`src/rtl/core/mbdc_ram.sv`:
```
// Generic single-port-write, single-port-read RAM with registered read data.
module mbdc_ram #(
  parameter int WIDTH = 8,
  parameter int DEPTH = 16
) (
  input  logic                     clk,
  input  logic                     we,
  input  logic [$clog2(DEPTH)-1:0] waddr,
  input  logic [WIDTH-1:0]         wdata,
  input  logic [$clog2(DEPTH)-1:0] raddr,
  output logic [WIDTH-1:0]         rdata
);

  logic [WIDTH-1:0] mem [DEPTH];

  always_ff @(posedge clk) begin
    if (we) begin
      mem[waddr] <= wdata;
    end
    rdata <= mem[raddr];
  end

endmodule

```
`config.mk`:
```
export PLATFORM = sky130hd
export DESIGN_NAME = mbdc_ram
export DESIGN_NICKNAME = d
export VERILOG_FILES = /design/src/rtl/core/mbdc_ram.sv
export SDC_FILE = /design/constraint.sdc
export NUM_CORES = 1
export LEC_CHECK = 0
export BUFFER_PORTS_ARGS = -buffer_cell sky130_fd_sc_hd__buf_2
export CAP_MARGIN = 20
export CELL_PAD_IN_SITES_DETAIL_PLACEMENT = 0
export CELL_PAD_IN_SITES_GLOBAL_PLACEMENT = 2
export CORE_MARGIN = 2
export CORE_UTILIZATION = 35
export DETAILED_ROUTE_END_ITERATION = 8
export PLACE_DENSITY = 0.66
export SLEW_MARGIN = 40
export SYNTH_ARGS = -nofsm -noshare
export SYNTH_HDL_FRONTEND = slang
export SYNTH_SLANG_ARGS = --single-unit
```
`constraint.sdc`:
```
create_clock -name clk -period 3.3 [get_ports clk]
set_input_delay 0.66 -clock clk [delete_from_list [all_inputs] [get_ports clk]]
set_output_delay 0.66 -clock clk [all_outputs]
set_load 0.01 [all_outputs]
```
==> Flow_metrics.wiki <==
{| class="wikitable"
! Metric !! Value
|-
| Result of the run || finished clean
|-
| Number of optimization iterations in the first detailed-route pass || 4
|-
| Share of the yosys chip area belonging to registers || 0.778
|-
| Area leader, netlist || sky130_fd_sc_hd__edfxtp_1
|-
| H-tree level count || 4
|-
| Antenna violations before repair || 0
|-
| Data required time at the worst endpoint || 3590 ps
|-
| Actual slew at the worst max-slew pin || 651 ps
|-
| Number of antenna repair diodes || 0
|-
| Number of failing setup endpoints in the final timing report || 0
|-
| Mapped Avg Cell Area || 22.5 um2
|-
| Sw Pwr || 0.802 mW
|-
| Vias after detailed routing || 2,409
|-
| Clock share of power || 0.505
|-
| CTS buffer count || 17
|-
| Layout fillers || 1,281
|-
| Final clock skew || 6.51 ps
|-
| Number of nets in the layout || 295
|-
| Top Ports || 26
|-
| Die boundary height || 125 um
|-
| Clock latency reported for the late side of the worst-skew pair || 420 ps
|-
| Share of total power in combinational logic || 0.042
|-
| Maximum VDD drop || 368 uV
|-
| Number of violations of the max-capacitance limit || 0
|-
| Post-route worst setup slack || 1370 ps
|-
| Setup slack at placement || 901 ps
|-
| Top cell type's share of synthesized area || 0.747
|-
| Internal power || 3.49 mW
|-
| CTS max path bufs || 2
|-
| Power Density || 689 mW/mm2
|-
| Highest Clock Rate || 517 MHz
|-
| Max-slew headroom || 0.566
|-
| Leakage power figure || 2.09 nW
|-
| Root cell of the clock tree || sky130_fd_sc_hd__clkbuf_16
|-
| Overflow after GRT || 0
|-
| RSZ-0062 raised after global routing || no
|-
| Total Routing Usage GR || 0.143
|-
| First-pass GRT wire length || 15,700 um
|-
| Post_cts resized || 0
|-
| Instance count along the most critical hold path || 1
|-
| Final RePlAce weighted congestion || 0.684
|-
| Post-route minimum period || 1930 ps
|-
| WS Path Type || in -> reg
|-
| Critical path arrival || 2230 ps
|-
| Iteration-0 DRC count of the detailed router || 241
|-
| WL final || 10,500 um
|-
| Number of distinct library cells after synthesis || 19
|-
| Maximum number of pins on one net before global-route repair || 25
|-
| Die area || 0.0157 mm2
|-
| Final count of hold timing violations || 0
|-
| Class of the tightest hold or removal check || in -> reg
|-
| Crit share post-route || 0.586
|-
| Synthesis Warnings || 0
|-
| Synthesis-stage register bit count || 136
|-
| Crit path capture type || flip-flop
|-
| Final total power || 4.29 mW
|-
| Fraction of layout cells with a size suffix above 1 || 0.322
|-
| Relative contribution of sequential cells to total power || 0.453
|-
| TNS Setup || 0 ps
|-
| Largest driver fanout on the critical path || 17
|-
| Netlist area before placement || 0.00515 mm2
|-
| Detail-routed via count per cell || 5.09
|-
| Total count of max-transition violations in the final report || 0
|-
| R2R Setup Slk || 1900 ps
|-
| Vias in the first global route || 2,489
|-
| Signed area change from the synthesized netlist to the final layout || 21.0%
|-
| Remaining antenna violation count || 0
|-
| Sw Share || 0.187
|-
| Number of port buffers || 25
|-
| Post-placement cell count || 442
|-
| DRC errors left || 0
|-
| HPWL reported at the end of detailed placement || 6530 um
|-
| Cell count after synthesis || 229
|-
| Depth of the worst register-to-register path || 3
|-
| Top post-synthesis cells by area || sky130_fd_sc_hd__edfxtp_1 75%, sky130_fd_sc_hd__mux4_2 7.9%, sky130_fd_sc_hd__mux4_1 7.1%, sky130_fd_sc_hd__dfxtp_1 3.1%, sky130_fd_sc_hd__a22oi_1 2.3%
|-
| Number of standard cells in the final layout excluding fillers || 473
|-
| Horizontal die dimension || 125 um
|-
| Routed length per placed instance || 22.2 um
|-
| Nets in the synthesized netlist || 247
|-
| Number of clock sinks || 136
|-
| Post-CTS clock slew at the launch and capture registers of the worst setup and hold paths || 60 ps
|-
| Starting density of the core || 0.357
|-
| Row cnt || 44
|-
| Total core area || 0.0144 mm2
|-
| TritonCTS clock tree || yes
|-
| Hold_buf cts || 0
|-
| Buffers inserted by post-CTS timing repair || 0
|-
| Type of element launching the critical path || input port
|}
[power groups by stage]
stage	Clock [mW]	Sequential (mW)	Combinational (mW)
6_report	2.17	1.94	0.182
5_1_grt	2.27	1.94	0.199
4_1_cts	2.20	1.94	0.187
3_5_place_dp	0	1.98	0.187
3_3_place_gp	0	1.98	0.181
2_1_floorplan	0	1.98	0.0980
[cell usage after synthesis]
cell / instances
sky130_fd_sc_hd__edfxtp_1: 128
sky130_fd_sc_hd__mux4_2: 18
sky130_fd_sc_hd__a22oi_1: 16
sky130_fd_sc_hd__mux4_1: 14
sky130_fd_sc_hd__nor2_1: 13
sky130_fd_sc_hd__nand2_1: 9
sky130_fd_sc_hd__dfxtp_1: 8
sky130_fd_sc_hd__nor3_1: 4
sky130_fd_sc_hd__buf_2: 3
sky130_fd_sc_hd__buf_6: 3
sky130_fd_sc_hd__clkdlybuf4s25_2: 3
sky130_fd_sc_hd__nand2b_1: 2
sky130_fd_sc_hd__nand3b_1: 2
sky130_fd_sc_hd__and2_1: 1
sky130_fd_sc_hd__and2b_1: 1
sky130_fd_sc_hd__buf_4: 1
sky130_fd_sc_hd__nand3_1: 1
sky130_fd_sc_hd__nor2b_1: 1
sky130_fd_sc_hd__or3b_2: 1
[logic make-up after synthesis]
group,synth area share
buffers and inverters,0.0168
AOI/OAI and AO/OA,0.0233
and+or+nand+nor,0.0318
muxes,0.150
DFF,0.778
[layer usage]
| metal | up-vias | global-route usage | part of all wire |
|---|---|---|---|
| li1 | 1069 | - | - |
| met2 | 61 | 0.210 | 0.46 |
| met4 | 0 | 0.0529 | 0.0091 |
| met5 | - | 0 | 0 |
| met3 | 8 | 0.0407 | 0.041 |
| met1 | 1271 | 0.205 | 0.49 |
[through the flow]
stage	area (um2)	hold WS, ps	utilization
after global routing	6230	635	0.432
final	6230	630	0.432
after global placement	5530	648	0.384
after floorplan	5150	629	-
after CTS	6230	614	0.432
after detailed placement	5550	653	0.385
[layout by cell type, fill, tap and decap left out]
cell / synthesis / routed
sky130_fd_sc_hd__a22oi_1: 16 / 16
sky130_fd_sc_hd__and2_1: 1 / 1
sky130_fd_sc_hd__and2b_1: 1 / 1
sky130_fd_sc_hd__buf_12: 0 / 1
sky130_fd_sc_hd__buf_2: 3 / 25
sky130_fd_sc_hd__buf_4: 1 / 13
sky130_fd_sc_hd__bufinv_16: 0 / 7
sky130_fd_sc_hd__clkbuf_16: 0 / 17
sky130_fd_sc_hd__clkinv_1: 0 / 2
sky130_fd_sc_hd__clkinv_2: 0 / 1
sky130_fd_sc_hd__clkinv_4: 0 / 1
sky130_fd_sc_hd__clkinvlp_4: 0 / 3
sky130_fd_sc_hd__dfxtp_1: 8 / 8
sky130_fd_sc_hd__edfxtp_1: 128 / 128
sky130_fd_sc_hd__mux4_1: 14 / 14
sky130_fd_sc_hd__mux4_2: 18 / 18
sky130_fd_sc_hd__nand2_1: 9 / 9
sky130_fd_sc_hd__nand2b_1: 2 / 2
sky130_fd_sc_hd__nand3_1: 1 / 1
sky130_fd_sc_hd__nand3b_1: 2 / 2
sky130_fd_sc_hd__nor2_1: 13 / 8
sky130_fd_sc_hd__nor2_2: 0 / 5
sky130_fd_sc_hd__nor2b_2: 0 / 1
sky130_fd_sc_hd__nor3_1: 4 / 4
sky130_fd_sc_hd__or3b_2: 1 / 1
[flip-flops by register name (all words and copies together) (netlist names)]
| signal | cells |
|---|---|
| mem | 128 |
| rdata | 8 |
[critical path: stages]
cell,delay (ps)
sky130_fd_sc_hd__buf_2,460
sky130_fd_sc_hd__buf_12,260
sky130_fd_sc_hd__mux4_1,560
sky130_fd_sc_hd__a22oi_1,200
sky130_fd_sc_hd__nand2_1,70
[worst paths after layout]
check,from,end
max,raddr[0],rdata[2]
min,wdata[3],mem[9][3]
max reg2reg,mem[1][5],rdata[5]
min reg2reg,mem[15][0],rdata[0]
[cell type report]
class / count / area, um2 / area share
clock buffer: 17 / 425 / 0.0683
sequential: 136 / 4000 / 0.643
timing repair buffer: 39 / 243 / 0.0390
multi-input combinational: 83 / 1070 / 0.172
tap: 184 / 230 / 0.0370
clock inverter: 14 / 254 / 0.0408
Power figures use the tool's default switching activity.
